File: src/hw/rtl/mcf_pkg.sv
// Shared types and constants for the message chunk framer.
`default_nettype none
package mcf_pkg;

    localparam int HEADER_BYTES = 8;
    localparam int HDR_CNT_W    = $clog2(HEADER_BYTES + 1);
    localparam int QUEUE_DEPTH  = 2;
    localparam int QPTR_W       = $clog2(QUEUE_DEPTH);
    localparam int QCNT_W       = $clog2(QUEUE_DEPTH + 1);
    localparam int CFG_IDX_W    = 1;
    localparam int CFG_DATA_W   = 8;

    localparam logic [7:0]  CPS_RESET      = 8'd160;
    localparam logic [7:0]  SHORT_RESET    = 8'd20;
    localparam logic [15:0] MAX_CHUNK_QUO  = 16'd255;
    localparam logic [31:0] MSG_ID_RESET   = 32'd1;

    typedef enum logic [CFG_IDX_W-1:0] {
        CFG_CHUNK_PAYLOAD_SIZE,
        CFG_SHORT_MESSAGE_LIMIT
    } t_cfg_idx;

    typedef enum logic [1:0] {
        MODE_RAW,
        MODE_CHUNK,
        MODE_OVF
    } t_mode;

    typedef struct packed {
        logic [7:0]  data_byte;
        logic [15:0] message_length;
        logic        channel;
    } t_item;

    typedef struct packed {
        logic [7:0] out_byte;
        logic       frame_first;
        logic       frame_end;
        logic       out_channel;
        logic       overflow;
        logic       run_last;
    } t_res;

    // One queued transaction: optional 8-byte header plus one final result.
    typedef struct packed {
        logic        hdr;
        logic [7:0]  data;
        logic        first;
        logic        last;
        logic        chan;
        logic        ovf;
        logic [31:0] msg_id;
        logic [7:0]  chunk_idx;
        logic [7:0]  chunk_tot;
        logic [7:0]  chunk_len;
    } t_cmd;

    typedef struct packed {
        logic        start;
        logic [15:0] dividend;
        logic [7:0]  divisor;
    } t_div_req;

    typedef struct packed {
        logic        done;
        logic [15:0] quo;
    } t_div_rsp;

endpackage
`default_nettype wire

File: src/hw/rtl/mcf_if.sv
// Valid/ready channel interfaces for framer input items and output results.
`default_nettype none
interface mcf_in_if;
    import mcf_pkg::*;
    logic  valid;
    logic  ready;
    t_item data;
    modport source (output valid, output data, input ready);
    modport sink   (input valid, input data, output ready);
endinterface

interface mcf_out_if;
    import mcf_pkg::*;
    logic valid;
    logic ready;
    t_res data;
    modport source (output valid, output data, input ready);
    modport sink   (input valid, input data, output ready);
endinterface
`default_nettype wire

File: src/hw/rtl/mcf_div.sv
// Restoring divider, one quotient bit per cycle: 16-bit dividend by 8-bit divisor.
`default_nettype none
module mcf_div (
    input  wire logic              i_clk,
    input  wire logic              i_rst_n,
    input  wire mcf_pkg::t_div_req i_req,
    output mcf_pkg::t_div_rsp      o_rsp
);
    import mcf_pkg::*;

    logic        r_busy;
    logic        r_done;
    logic [3:0]  r_cnt;
    logic [7:0]  r_rem;
    logic [15:0] r_quo;
    logic [7:0]  r_dvs;

    logic [8:0] trial;
    logic [8:0] diff;
    logic       ge;

    always_comb begin
        trial = {r_rem, r_quo[15]};
        ge    = trial >= {1'b0, r_dvs};
        diff  = trial - {1'b0, r_dvs};
    end

    always_ff @(posedge i_clk) begin
        if (!i_rst_n) begin
            r_busy <= 1'b0;
            r_done <= 1'b0;
            r_cnt  <= '0;
            r_rem  <= '0;
            r_quo  <= '0;
            r_dvs  <= '0;
        end else begin
            r_done <= 1'b0;
            if (i_req.start) begin
                r_busy <= 1'b1;
                r_cnt  <= '0;
                r_rem  <= '0;
                r_quo  <= i_req.dividend;
                r_dvs  <= i_req.divisor;
            end else if (r_busy) begin
                r_rem <= ge ? diff[7:0] : trial[7:0];
                r_quo <= {r_quo[14:0], ge};
                r_cnt <= r_cnt + 4'd1;
                if (r_cnt == 4'hF) begin
                    r_busy <= 1'b0;
                    r_done <= 1'b1;
                end
            end
        end
    end

    assign o_rsp.done = r_done;
    assign o_rsp.quo  = r_quo;

endmodule
`default_nettype wire

File: src/hw/rtl/mcf_front.sv
// Front end: accepts bytes, tracks message and chunk position, issues commands.
`default_nettype none
module mcf_front (
    input  wire logic              i_clk,
    input  wire logic              i_rst_n,
    mcf_in_if.sink                 i_in,
    input  wire logic [7:0]        i_cps,
    input  wire logic [7:0]        i_short_limit,
    input  wire logic              i_q_full,
    output logic                   o_push,
    output mcf_pkg::t_cmd          o_cmd,
    output mcf_pkg::t_div_req      o_div_req,
    input  wire mcf_pkg::t_div_rsp i_div_rsp
);
    import mcf_pkg::*;

    typedef enum logic [1:0] {S_IDLE, S_DIV, S_PUSH} t_state;

    t_state      r_state;
    logic [15:0] r_pos;
    logic [15:0] r_len;
    logic        r_chan;
    logic [7:0]  r_cps;
    t_mode       r_mode;
    logic [7:0]  r_byte;
    logic [7:0]  r_ci;
    logic [7:0]  r_bl;
    logic [7:0]  r_total;
    logic [31:0] r_cur_id;
    logic [31:0] r_next_id;

    logic        accept;
    logic [15:0] len_n;
    logic [7:0]  cps_n;
    logic        raw_n;
    logic        first_in;
    logic        start_div;
    logic        do_step;
    logic        div_ovf;
    logic [7:0]  div_total;
    t_mode       eff_mode;
    logic [15:0] eff_len;
    logic        eff_chan;
    logic [7:0]  eff_cps;
    logic [7:0]  eff_byte;
    logic [7:0]  eff_ci;
    logic [7:0]  eff_bl;
    logic [31:0] eff_id;
    logic [7:0]  eff_total;
    logic        hdr;
    logic [15:0] rem;
    logic [7:0]  clen;
    logic [7:0]  bl_new;
    logic        chunk_end;
    logic [16:0] pos_inc;
    logic        msg_done;

    assign i_in.ready = (r_state == S_IDLE) && !i_q_full;

    always_comb begin
        accept    = i_in.valid && i_in.ready;
        len_n     = (i_in.data.message_length == '0) ? 16'd1 : i_in.data.message_length;
        cps_n     = (i_cps == '0) ? 8'd1 : i_cps;
        raw_n     = len_n <= {8'd0, i_short_limit};
        first_in  = (r_state == S_IDLE) && (r_pos == '0);
        start_div = (r_state == S_IDLE) && accept && (r_pos == '0) && !raw_n;
        do_step   = ((r_state == S_IDLE) && accept && !start_div)
                 || ((r_state == S_PUSH) && !i_q_full);
        div_ovf   = i_div_rsp.quo >= MAX_CHUNK_QUO;
        div_total = i_div_rsp.quo[7:0] + 8'd1;

        if (r_state == S_PUSH) begin
            eff_mode = div_ovf ? MODE_OVF : MODE_CHUNK;
        end else if (first_in) begin
            eff_mode = MODE_RAW;
        end else begin
            eff_mode = r_mode;
        end
        eff_len   = first_in ? len_n : r_len;
        eff_chan  = first_in ? i_in.data.channel : r_chan;
        eff_cps   = r_cps;
        eff_byte  = (r_state == S_PUSH) ? r_byte : i_in.data.data_byte;
        eff_ci    = (r_state == S_PUSH) ? 8'd0 : r_ci;
        eff_bl    = (r_state == S_PUSH) ? 8'd0 : r_bl;
        eff_id    = (r_state == S_PUSH) ? r_next_id : r_cur_id;
        eff_total = (r_state == S_PUSH) ? div_total : r_total;

        // chunk bookkeeping: header opens a chunk when nothing is left in the last one
        hdr       = (eff_bl == '0);
        rem       = eff_len - r_pos;
        clen      = (rem < {8'd0, eff_cps}) ? rem[7:0] : eff_cps;
        bl_new    = (hdr ? clen : eff_bl) - 8'd1;
        chunk_end = (bl_new == '0);

        pos_inc  = {1'b0, r_pos} + 17'd1;
        msg_done = pos_inc >= {1'b0, eff_len};

        o_cmd           = '0;
        o_cmd.chan      = eff_chan;
        o_cmd.data      = eff_byte;
        o_cmd.msg_id    = eff_id;
        o_cmd.chunk_idx = eff_ci;
        o_cmd.chunk_tot = eff_total;
        o_cmd.chunk_len = clen;
        case (eff_mode)
            MODE_RAW: begin
                o_cmd.first = (r_pos == '0);
                o_cmd.last  = (pos_inc == {1'b0, eff_len});
            end
            MODE_CHUNK: begin
                o_cmd.hdr  = hdr;
                o_cmd.last = chunk_end;
            end
            MODE_OVF: begin
                o_cmd.data = '0;
                o_cmd.ovf  = 1'b1;
            end
            default: begin
                o_cmd.data = '0;
            end
        endcase
        o_push = do_step && !((eff_mode == MODE_OVF) && (r_pos != '0));

        o_div_req.start    = start_div;
        o_div_req.dividend = len_n - 16'd1;
        o_div_req.divisor  = cps_n;
    end

    always_ff @(posedge i_clk) begin
        if (!i_rst_n) begin
            r_state   <= S_IDLE;
            r_pos     <= '0;
            r_len     <= '0;
            r_chan    <= 1'b0;
            r_cps     <= '0;
            r_mode    <= MODE_RAW;
            r_ci      <= '0;
            r_bl      <= '0;
            r_total   <= '0;
            r_cur_id  <= '0;
            r_next_id <= MSG_ID_RESET;
        end else begin
            case (r_state)
                S_IDLE: begin
                    if (start_div) begin
                        r_state <= S_DIV;
                    end
                end
                S_DIV: begin
                    if (i_div_rsp.done) begin
                        r_state <= S_PUSH;
                    end
                end
                S_PUSH: begin
                    if (!i_q_full) begin
                        r_state <= S_IDLE;
                    end
                end
                default: r_state <= S_IDLE;
            endcase

            if (start_div || (do_step && first_in)) begin
                r_len  <= len_n;
                r_chan <= i_in.data.channel;
                r_cps  <= cps_n;
            end

            if (do_step) begin
                r_mode <= eff_mode;
                r_pos  <= msg_done ? 16'd0 : pos_inc[15:0];
                if (eff_mode == MODE_CHUNK) begin
                    r_bl <= msg_done ? 8'd0 : bl_new;
                    r_ci <= chunk_end ? (eff_ci + 8'd1) : eff_ci;
                    if (r_state == S_PUSH) begin
                        r_cur_id  <= r_next_id;
                        r_next_id <= r_next_id + 32'd1;
                        r_total   <= div_total;
                    end
                end
            end
        end
    end

    always_ff @(posedge i_clk) begin
        if (start_div) begin
            r_byte <= i_in.data.data_byte;
        end
    end

endmodule
`default_nettype wire

File: src/hw/rtl/mcf_queue.sv
// Short command queue between front and back ends.
`default_nettype none
module mcf_queue (
    input  wire logic          i_clk,
    input  wire logic          i_rst_n,
    input  wire logic          i_push,
    input  wire mcf_pkg::t_cmd i_cmd,
    output logic               o_full,
    input  wire logic          i_pop,
    output logic               o_valid,
    output mcf_pkg::t_cmd      o_head
);
    import mcf_pkg::*;

    t_cmd              r_mem [QUEUE_DEPTH];
    logic [QPTR_W-1:0] r_wp;
    logic [QPTR_W-1:0] r_rp;
    logic [QCNT_W-1:0] r_cnt;

    assign o_full  = (r_cnt == QCNT_W'(QUEUE_DEPTH));
    assign o_valid = (r_cnt != '0);
    assign o_head  = r_mem[r_rp];

    always_ff @(posedge i_clk) begin
        if (!i_rst_n) begin
            r_wp  <= '0;
            r_rp  <= '0;
            r_cnt <= '0;
        end else begin
            if (i_push) begin
                r_wp <= r_wp + QPTR_W'(1);
            end
            if (i_pop) begin
                r_rp <= r_rp + QPTR_W'(1);
            end
            case ({i_push, i_pop})
                2'b10:   r_cnt <= r_cnt + QCNT_W'(1);
                2'b01:   r_cnt <= r_cnt - QCNT_W'(1);
                default: r_cnt <= r_cnt;
            endcase
        end
    end

    always_ff @(posedge i_clk) begin
        if (i_push) begin
            r_mem[r_wp] <= i_cmd;
        end
    end

endmodule
`default_nettype wire

File: src/hw/rtl/mcf_back.sv
// Back end: expands queued commands into header and payload result bytes.
`default_nettype none
module mcf_back (
    input  wire logic          i_clk,
    input  wire logic          i_rst_n,
    input  wire logic          i_valid,
    input  wire mcf_pkg::t_cmd i_head,
    output logic               o_pop,
    mcf_out_if.source          o_out
);
    import mcf_pkg::*;

    logic                 r_valid;
    t_res                 r_res;
    logic [HDR_CNT_W-1:0] r_hcnt;

    logic in_hdr;
    logic load;
    t_res n_res;
    logic [7:0] hbyte;

    always_comb begin
        case (r_hcnt[2:0])
            3'd0:    hbyte = i_head.msg_id[31:24];
            3'd1:    hbyte = i_head.msg_id[23:16];
            3'd2:    hbyte = i_head.msg_id[15:8];
            3'd3:    hbyte = i_head.msg_id[7:0];
            3'd4:    hbyte = i_head.chunk_idx;
            3'd5:    hbyte = i_head.chunk_tot;
            3'd6:    hbyte = 8'd0;  // chunk length high byte, length never exceeds 255
            default: hbyte = i_head.chunk_len;
        endcase

        in_hdr = i_head.hdr && (r_hcnt < HDR_CNT_W'(HEADER_BYTES));
        load   = i_valid && (!r_valid || o_out.ready);

        n_res.out_channel = i_head.chan;
        if (in_hdr) begin
            n_res.out_byte    = hbyte;
            n_res.frame_first = (r_hcnt == '0);
            n_res.frame_end   = 1'b0;
            n_res.overflow    = 1'b0;
            n_res.run_last    = 1'b0;
        end else begin
            n_res.out_byte    = i_head.data;
            n_res.frame_first = i_head.first;
            n_res.frame_end   = i_head.last;
            n_res.overflow    = i_head.ovf;
            n_res.run_last    = 1'b1;
        end

        o_pop = load && !in_hdr;
    end

    always_ff @(posedge i_clk) begin
        if (!i_rst_n) begin
            r_valid <= 1'b0;
            r_hcnt  <= '0;
        end else begin
            if (load) begin
                r_valid <= 1'b1;
                r_hcnt  <= in_hdr ? (r_hcnt + HDR_CNT_W'(1)) : '0;
            end else if (o_out.ready) begin
                r_valid <= 1'b0;
            end
        end
    end

    always_ff @(posedge i_clk) begin
        if (load) begin
            r_res <= n_res;
        end
    end

    assign o_out.valid = r_valid;
    assign o_out.data  = r_res;

endmodule
`default_nettype wire

File: src/hw/rtl/message_chunk_framer_top.sv
// Top level of the message chunk framer: config registers and front/queue/back wiring.
`default_nettype none
// Flow: a byte continuing a message goes into the command queue, then into the
//   output register; the first byte of a chunked message holds off the input
//   while the bit-serial chunk-count divider runs and until its command is queued,
//   after which its 8 header bytes and then the byte itself leave via the queue.
// Throughput: one result per cycle out of the back end while the sink is ready;
//   1 item/cycle for raw and mid-chunk bytes while the queue has room.
// Reset: synchronous, active low; registers return to 160/20, message id to 1,
//   queue and output register empty. No clearing pass.
module message_chunk_framer_top (
    input  wire logic                              i_clk,
    input  wire logic                              i_rst_n,
    mcf_in_if.sink                                 i_in,
    mcf_out_if.source                              o_out,
    input  wire logic                              i_cfg_we,
    input  wire logic [mcf_pkg::CFG_IDX_W-1:0]     i_cfg_idx,
    input  wire logic [mcf_pkg::CFG_DATA_W-1:0]    i_cfg_data
);
    import mcf_pkg::*;

    // Configuration registers; the front end samples them at the first byte
    // of each message, so writes only take effect on the next message.
    logic [7:0] r_chunk_payload_size;
    logic [7:0] r_short_message_limit;

    always_ff @(posedge i_clk) begin
        if (!i_rst_n) begin
            r_chunk_payload_size  <= CPS_RESET;
            r_short_message_limit <= SHORT_RESET;
        end else if (i_cfg_we) begin
            case (t_cfg_idx'(i_cfg_idx))
                CFG_CHUNK_PAYLOAD_SIZE:  r_chunk_payload_size  <= i_cfg_data;
                CFG_SHORT_MESSAGE_LIMIT: r_short_message_limit <= i_cfg_data;
                default: ;
            endcase
        end
    end

    // Front end -> command queue -> back end. The queue decouples header
    // emission bursts from input acceptance.
    logic     q_push;
    logic     q_full;
    logic     q_pop;
    logic     q_valid;
    t_cmd     q_in;
    t_cmd     q_head;
    t_div_req div_req;
    t_div_rsp div_rsp;

    mcf_front u_front (
        .i_clk         (i_clk),
        .i_rst_n       (i_rst_n),
        .i_in          (i_in),
        .i_cps         (r_chunk_payload_size),
        .i_short_limit (r_short_message_limit),
        .i_q_full      (q_full),
        .o_push        (q_push),
        .o_cmd         (q_in),
        .o_div_req     (div_req),
        .i_div_rsp     (div_rsp)
    );

    // Chunk count = (length - 1) / payload size + 1, computed serially.
    mcf_div u_div (
        .i_clk   (i_clk),
        .i_rst_n (i_rst_n),
        .i_req   (div_req),
        .o_rsp   (div_rsp)
    );

    mcf_queue u_queue (
        .i_clk   (i_clk),
        .i_rst_n (i_rst_n),
        .i_push  (q_push),
        .i_cmd   (q_in),
        .o_full  (q_full),
        .i_pop   (q_pop),
        .o_valid (q_valid),
        .o_head  (q_head)
    );

    // Each queued transaction yields 1 result, or 9 when it opens a chunk.
    mcf_back u_back (
        .i_clk   (i_clk),
        .i_rst_n (i_rst_n),
        .i_valid (q_valid),
        .i_head  (q_head),
        .o_pop   (q_pop),
        .o_out   (o_out)
    );

endmodule
`default_nettype wire

File: src/flat_wrapper.sv
// flat-port wrapper written by rule: the top's interface ports become plain ports
module message_chunk_framer_top_flat import mcf_pkg::*;
  (i_clk, i_rst_n, i_cfg_we, i_cfg_idx, i_cfg_data, i_in_valid, i_in_data, i_in_ready, o_out_valid, o_out_data, o_out_ready);
  mcf_in_if i_in_i ();
  mcf_out_if o_out_i ();
  input  wire logic i_clk;
  input  wire logic i_rst_n;
  input  wire logic i_cfg_we;
  input  wire logic [mcf_pkg::CFG_IDX_W-1:0] i_cfg_idx;
  input  wire logic [mcf_pkg::CFG_DATA_W-1:0] i_cfg_data;
  input wire logic [$bits(i_in_i.valid)-1:0] i_in_valid;
  input wire logic [$bits(i_in_i.data)-1:0] i_in_data;
  output wire logic [$bits(i_in_i.ready)-1:0] i_in_ready;
  output wire logic [$bits(o_out_i.valid)-1:0] o_out_valid;
  output wire logic [$bits(o_out_i.data)-1:0] o_out_data;
  input wire logic [$bits(o_out_i.ready)-1:0] o_out_ready;
  assign i_in_i.valid = i_in_valid;
  assign i_in_i.data = i_in_data;
  assign i_in_ready = i_in_i.ready;
  assign o_out_valid = o_out_i.valid;
  assign o_out_data = o_out_i.data;
  assign o_out_i.ready = o_out_ready;
  message_chunk_framer_top u_core (.i_clk(i_clk), .i_rst_n(i_rst_n), .i_in(i_in_i), .o_out(o_out_i), .i_cfg_we(i_cfg_we), .i_cfg_idx(i_cfg_idx), .i_cfg_data(i_cfg_data));
endmodule
File: config.mk
export PLATFORM = sky130hd
export DESIGN_NAME = message_chunk_framer_top_flat
export DESIGN_NICKNAME = d
export VERILOG_FILES = /design/src/hw/rtl/mcf_pkg.sv /design/src/hw/rtl/mcf_if.sv /design/src/hw/rtl/mcf_div.sv /design/src/hw/rtl/mcf_front.sv /design/src/hw/rtl/mcf_queue.sv /design/src/hw/rtl/mcf_back.sv /design/src/hw/rtl/message_chunk_framer_top.sv /design/src/flat_wrapper.sv
export SDC_FILE = /design/constraint.sdc
export NUM_CORES = 1
export LEC_CHECK = 0
export ABC_AREA = 1
export BUFFER_PORTS_ARGS = -buffer_cell sky130_fd_sc_hd__clkbuf_2
export CAP_MARGIN = 0
export CORE_MARGIN = 3
export CORE_UTILIZATION = 56
export CTS_BUF_LIST = sky130_fd_sc_hd__clkbuf_16
export DETAILED_ROUTE_END_ITERATION = 10
export GPL_TIMING_DRIVEN = 0
export PLACE_DENSITY = 0.87
export SYNTH_ARGS = -nofsm -noshare
export SYNTH_HDL_FRONTEND = slang
export SYNTH_HIERARCHICAL = 1
export SYNTH_SLANG_ARGS = --single-unit
File: constraint.sdc
create_clock -name i_clk -period 6.6 [get_ports i_clk]
set_clock_uncertainty 0.2 [all_clocks]
set_input_delay 1.32 -clock i_clk [delete_from_list [all_inputs] [get_ports i_clk]]
set_output_delay 1.32 -clock i_clk [all_outputs]
set_load 0.01 [all_outputs]
=== Word-level counts from Yosys, hierarchy flattened ===
Memories as Yosys holds them, arrays and structs flattened. A register that Yosys moved wholly into a read port is not among the register bits.
Cells that the tools add are included.

* Memories kept: 1
* RAM bits: 138
* Bits of input ports: 39
* Register bits: 217
* Logic and storage cells: 162

{| class="wikitable"
|+ Memories
! memory !! words !! bits a word !! read ports !! clocked after memory_dff !! write ports !! line !! RTL
|-
| u_core.u_queue.r_mem || 2 || 69 || 1 || 1 || 1 || mcf_queue.sv:15 || <nowiki>t_cmd r_mem [QUEUE_DEPTH];</nowiki>
|}

* Bitwise gates (word level): 3
* $lt $le $gt $ge: 6
* Reduce and logical (&&, ||, !) cells: 45
* Multiplexer cells: 44
* Equality and inequality tests: 18
* Add/sub/neg operators: 14

{| class="wikitable"
|+ Operators by type and width
! operator !! number
|-
| two-way mux 8 bit || 11
|-
| two-way mux 16 bit || 5
|-
| case mux 8 bit (7 select lines) || 1
|-
| adder 32 x 1 -> 32 bit (second input constant) || 1
|-
| zero test 16 bit || 2
|-
| two-way mux 32 bit || 1
|-
| zero test 8 bit || 3
|-
| adder 16 x 1 -> 17 bit (second input constant) || 1
|-
| equality test 17 x 16 -> 1 bit || 1
|-
| >= comparator 17 x 16 -> 1 bit || 1
|-
| adder 8 x 1 -> 8 bit (second input constant) || 2
|-
| >= comparator 16 x 8 -> 1 bit (second input constant) || 1
|-
| less-or-equal comparator 16 x 8 -> 1 bit || 1
|-
| less-than comparator 16 x 8 -> 1 bit || 1
|-
| nonzero test 16 bit || 1
|-
| subtractor 16 x 1 -> 16 bit (second input constant) || 1
|-
| subtractor 16 bit || 1
|-
| two-way mux 1 bit || 15
|-
| logical AND 1 bit || 14
|-
| two-way mux 2 bit || 6
|-
| two-way mux 10 bit || 1
|-
| equality test 3 bit (second input constant) || 3
|-
| >= comparator 9 x 8 -> 1 bit || 1
|-
| adder 4 x 1 -> 4 bit (second input constant) || 2
|-
| 27 further kinds || 53
|}

=== Logic depth before layout (Yosys ltp) ===
* Depth after elaboration: 13
* Depth in mapped cells: 43
* Gate-level depth less buffers: 42

=== Cells and area by module ===
Netlist, hierarchy kept.

{| class="wikitable"
|+ By module, submodules not included
! module !! area an instance (µm²) !! instances !! cells an instance
|-
| mcf_front || 10168.5 || 1 || 1601
|-
| mcf_queue || 5247.5 || 1 || 250
|-
| mcf_div || 2185.8 || 1 || 320
|-
| mcf_back || 1317.5 || 1 || 179
|-
| message_chunk_framer_top || 614.3 || 1 || 84
|}

=== Least setup slack after synthesis ===
No wires, ideal clock.

* Kind: input port to flip-flop
* From: in i_in_data[9]
* To: mem u_core/u_queue/r_mem[0][0] in the netlist's numbering, enable pin
* Stages on the path: 17
* Path buffers: 0
* Arrival: 6.200 ns
* Setup time: 0.498 ns
* Slack: -0.297 ns
* Cell sequence: nor2_1 > nand2_1 > inv_1 > nand3_1 > nor3_1 > nor2_1 > ha_1 > nand4_1 > or2_2 > a21oi_1 > nand3b_1 > a21oi_1 > inv_1 > o21ai_0 > inv_1 > inv_1 > nor2_1

* Cells in the longest elaborated chain, start to end: 11

{| class="wikitable"
|+ Ends and longest elaborated chain
! item !! line !! RTL
|-
| from (decl) || flat_wrapper.sv:12 || <nowiki>input wire logic [$bits(i_in_i.data)-1:0] i_in_data;</nowiki>
|-
| zero test 16 bit || mcf_front.sv:62 || <nowiki>len_n = (i_in.data.message_length == '0) ? 16'd1 : i_in.data.message_length;</nowiki>
|-
| two-way mux 16 bit (*) || mcf_front.sv:62 ||
|-
| less-or-equal comparator 16 x 8 -> 1 bit (*) || mcf_front.sv:64 || <nowiki>raw_n = len_n <= {8'd0, i_short_limit};</nowiki>
|-
| zero test 1 bit (*) || mcf_front.sv:66 || <nowiki>start_div = (r_state == S_IDLE) && accept && (r_pos == '0) && !raw_n;</nowiki>
|-
| logical AND 1 bit (*) || mcf_front.sv:66 ||
|-
| zero test 1 bit (*) || mcf_front.sv:67 || <nowiki>do_step = ((r_state == S_IDLE) && accept && !start_div)</nowiki>
|-
| logical AND 1 bit (*) || mcf_front.sv:67 ||
|-
| logical OR 1 bit (*) || mcf_front.sv:68 || <nowiki>|| ((r_state == S_PUSH) && !i_q_full);</nowiki>
|-
| logical AND 1 bit (*) || mcf_front.sv:122 || <nowiki>o_push = do_step && !((eff_mode == MODE_OVF) && (r_pos != '0));</nowiki>
|-
| named net u_core.q_push || message_chunk_framer_top.sv:42 || <nowiki>logic q_push;</nowiki>
|-
| two-way mux 1 bit (*) || mcf_queue.sv:45 || <nowiki>if (i_push) begin</nowiki>
|-
| two-way mux 1 bit (not written as such) (*) || mcf_queue.sv:46 || <nowiki>r_mem[r_wp] <= i_cmd;</nowiki>
|-
| to (decl) || mcf_queue.sv:15 ||
|}

The timed path passes the listed nets; every way through them passes the cells marked *.

==> summary.txt <==
Run status
  • Status: complete, no violations

Detailed routing
  • Drc violations: 0
  • Post-Route WL: 52100 um
  • Drt wl/cell: ~17 um
  • Final antenna-violating net count: 0
  • Initial drt markers: ~2.2k
  • DR vias/cell: 5.75
  • DRT Pass-1 Iters: 6
  • Vias: 17.3k

Flow run
  • Max-cap violation count: 0

Timing
  • Final period util: 96.1%
  • Final period demand of the worst path: about 6.3 ns
  • Setup TNS: 0 ns
  • Worst slew pin tran: approximately 1.4 ns
  • Final hold vios: 0
  • Max-slew headroom: 8.47%
  • Final setup viols: 0
  • Setup ws final: roughly 0.26 ns
  • Worst hold slack: 0.250 ns
  • Fmax: 0.158 GHz
  • Slew Limit Fails: 0

Setup path
  • Top delay family on crit path: simple AND/OR/NAND/NOR gates
  • Reg2reg start: u_core/u_front/r_pos[1]
  • Crit path top cell by count: nand2_1
  • CP required: 6.73 ns
  • Worst EP arrival: 6.48 ns
  • CP Capture Type: flop
  • Slowest cell delay on critical path: 0.36 ns
  • CP Depth: 37
  • CP bufs+invs: 6
  • Worst Setup EP: u_core/u_queue/r_mem[0][58]
  • Reg2reg path depth: 33
  • CP startpoint kind: input port
  • R2r setup slk: 0.26 ns
  • CP Max Fanout: 5
  • WS Path Type: input port to flop
  • Reg2Reg Capture Point: u_core/u_queue/r_mem[0][58]
  • Worst Setup SP: i_in_data[9]
  • Critical path's slowest cell: fa_2

Clock tree
  • Hold_buf cts: 0
  • Root buf cell: clkbuf_16
  • # clock sinks: 356
  • CTS buffer count: 37
  • Clock Latency Late Sink: ~0.53 ns
  • Clock Path Buffers: 3
  • Clock transition at the registers of the reported paths: about 0.060 ns
  • Htree depth: 2
  • TritonCTS clock tree: done

Logic synthesis
  • Syn nets: about 2.5k
  • Top_reg_cell synth: dfxtp_1
  • Mapped Area: approximately 20000 um2
  • Dominant cell type by area after synthesis: edfxtp_1
  • Sequential fraction of the synthesis area: 44.6%
  • Top cells by area, synth: edfxtp_1 24%, dfxtp_1 20%, nand2_1 9.8%
  • Share of the synthesized area in the top cell type: 24.4%
  • Async SR Flop Fraction: 0%
  • Number of synthesized flops with an enable pin: around 160
  • Synth cell types: 62
  • Synth Warn #: 6
  • Mapped Cells: 2434
  • Number of synthesized register bits: around 360
  • Avg Inst Size Synth: about 8 um2

Floorplanning
  • Rows: 67
  • IO Pins: 54
  • Die X: between 150 and 200 um
  • Die Area: about 37000 um2
  • Initial Util: a little under three fifths
  • Die H: around 190 um
  • Core footprint: ~34000 um2

Global route
  • First-pass GRT wire length: 82300 um
  • GR Util All Layers: 27.7%
  • Overflow left after global routing: 0
  • Number of global-route vias before repair: 16.5k
  • Initial antenna violation count: 0
  • Largest net degree at the start of global routing: 70

Finish
  • Layout area overhead: 11.1%
  • Layout cells sized above 1: 13.4%
  • Antenna cell count: 0
  • Most common cell after layout, fill and taps aside: nand2_1
  • Design area: ~22000 um2
  • Nets: 2643
  • Layout Utilization: 63.9%
  • Final Non-Filler Cells: 3008
  • Most frequent cells in the layout: 509 x nand2_1, 349 x inv_1, 197 x dfxtp_1

Placement
  • Dpl ws: -0.552 ns
  • Detailed placement HPWL: ~39000 um
  • Placer congestion estimate: 0.982
  • Count of input and output buffers: 53
  • Post-Place Cell Area: between 20000 and 25000 um2
  • Cells after DPL: slightly below 3k

Worst hold path
  • Worst hold path type: flop to flop

Power
  • P per Cell Area: 432 nW/um2
  • LEAKAGE: a little over 9 nW
  • VDD IR max: 640 uV
  • Power, Total: around 9.4 mW
==> where the power goes <==
group | total (mW) | internal [mW] | switching (mW)
Combinational | 4.42 | 1.53 | 2.89
Sequential | 2.92 | 2.76 | 0.159
Clock | 2.03 | 1.17 | 0.863
Total | 9.38 | 5.46 | 3.92
==> worst register-to-register path, delay by kind of cell (launching register included) <==
family | cells | cell delay [ns]
AOI/OAI and AO/OA | 5 | 1.41
xor gates and xnor gates | 1 | 0.25
adders and majority gates | 4 | 1.06
and+or+nand+nor | 19 | 2.46
buffers and inverters | 4 | 0.38
DFF | 1 | 0.37
==> synthesized netlist by cell type, drive strengths merged (4+ instances only) <==
cell / count
ha: 69
nor3b: 6
nand3: 177
xor2: 38
nor3: 39
nand4: 42
inv: 358
a211oi: 11
a31oi: 5
nand2: 540
o21bai: 5
a21oi: 163
xnor2: 6
clkbuf: 58
o221ai: 4
o21ai: 166
o211ai: 7
nand3b: 5
mux2: 69
dfxtp: 197
nor4: 15
edfxtp: 159
buf: 42
nor2: 229
==> cells by family after synthesis <==
kind of cell             count (synthesis)  synth area share [%]
adder cells (fa/ha/maj)                 71                  4.62
AND/OR/NAND/NOR                       1059                  24.6
multiplexers                            69                  4.17
flip-flops                             356                  44.6
AO/OA/AOI/OAI                          374                  10.3
XOR/XNOR                                44                  1.97
buffers and inverters                  461                  9.61
==> flip-flops by register name, indices dropped and copies added (netlist names), 13 cells and up, named ones only <==
name	cells
u_core/u_front/r_len	16
u_core/u_queue/r_mem	138
u_core/u_back/o_out.data	13
u_core/u_front/r_cur_id	32
u_core/u_front/r_next_id	32
u_core/u_front/r_pos	16
u_core/u_div/r_quo	16
==> how the worst min path moves through the flow <==
stage                           startpoint                          end  slack, ns  depth (start not counted)
3_3_place_gp    u_core/u_front/r_cur_id[3]   u_core/u_front/r_cur_id[3]       0.23                          2
6_report       u_core/u_front/r_cur_id[21]  u_core/u_front/r_cur_id[21]       0.25                          2
5_1_grt        u_core/u_front/r_cur_id[21]  u_core/u_front/r_cur_id[21]       0.28                          2
3_5_place_dp   u_core/u_front/r_cur_id[21]  u_core/u_front/r_cur_id[21]       0.24                          2
2_1_floorplan  u_core/u_front/r_cur_id[10]  u_core/u_front/r_cur_id[10]       0.22                          2
4_1_cts         u_core/u_front/r_cur_id[6]   u_core/u_front/r_cur_id[6]       0.25                          2
==> area by class of cell <==
cell class	count	area, um2
Sequential cell	356	8720
Buffer	100	526
Multi-Input combinational cell	1618	9020
Tap cell	448	561
Clock buffer	38	951
Inverter	361	1360
Clock inverter	28	223
Timing Repair Buffer	59	343
Fill cell	2710	12300
==> layer usage <==
metal  up-vias  track usage (%)  share of wire [%]
li1       8198                -                  -
met1      7964             36.9                 40
met2       970             44.9                 46
met3       150             4.65                 10
met4         0             11.1                3.8
met5         -                0                  0
==> repair_timing <==
item,4_1_cts,5_1_grt
pin swaps,0,6
buffers inserted,0,4
endpoints found under the setup margin,2,11
gates cloned,0,1
gates resized for setup,3,29
Power figures use the tool's default switching activity.
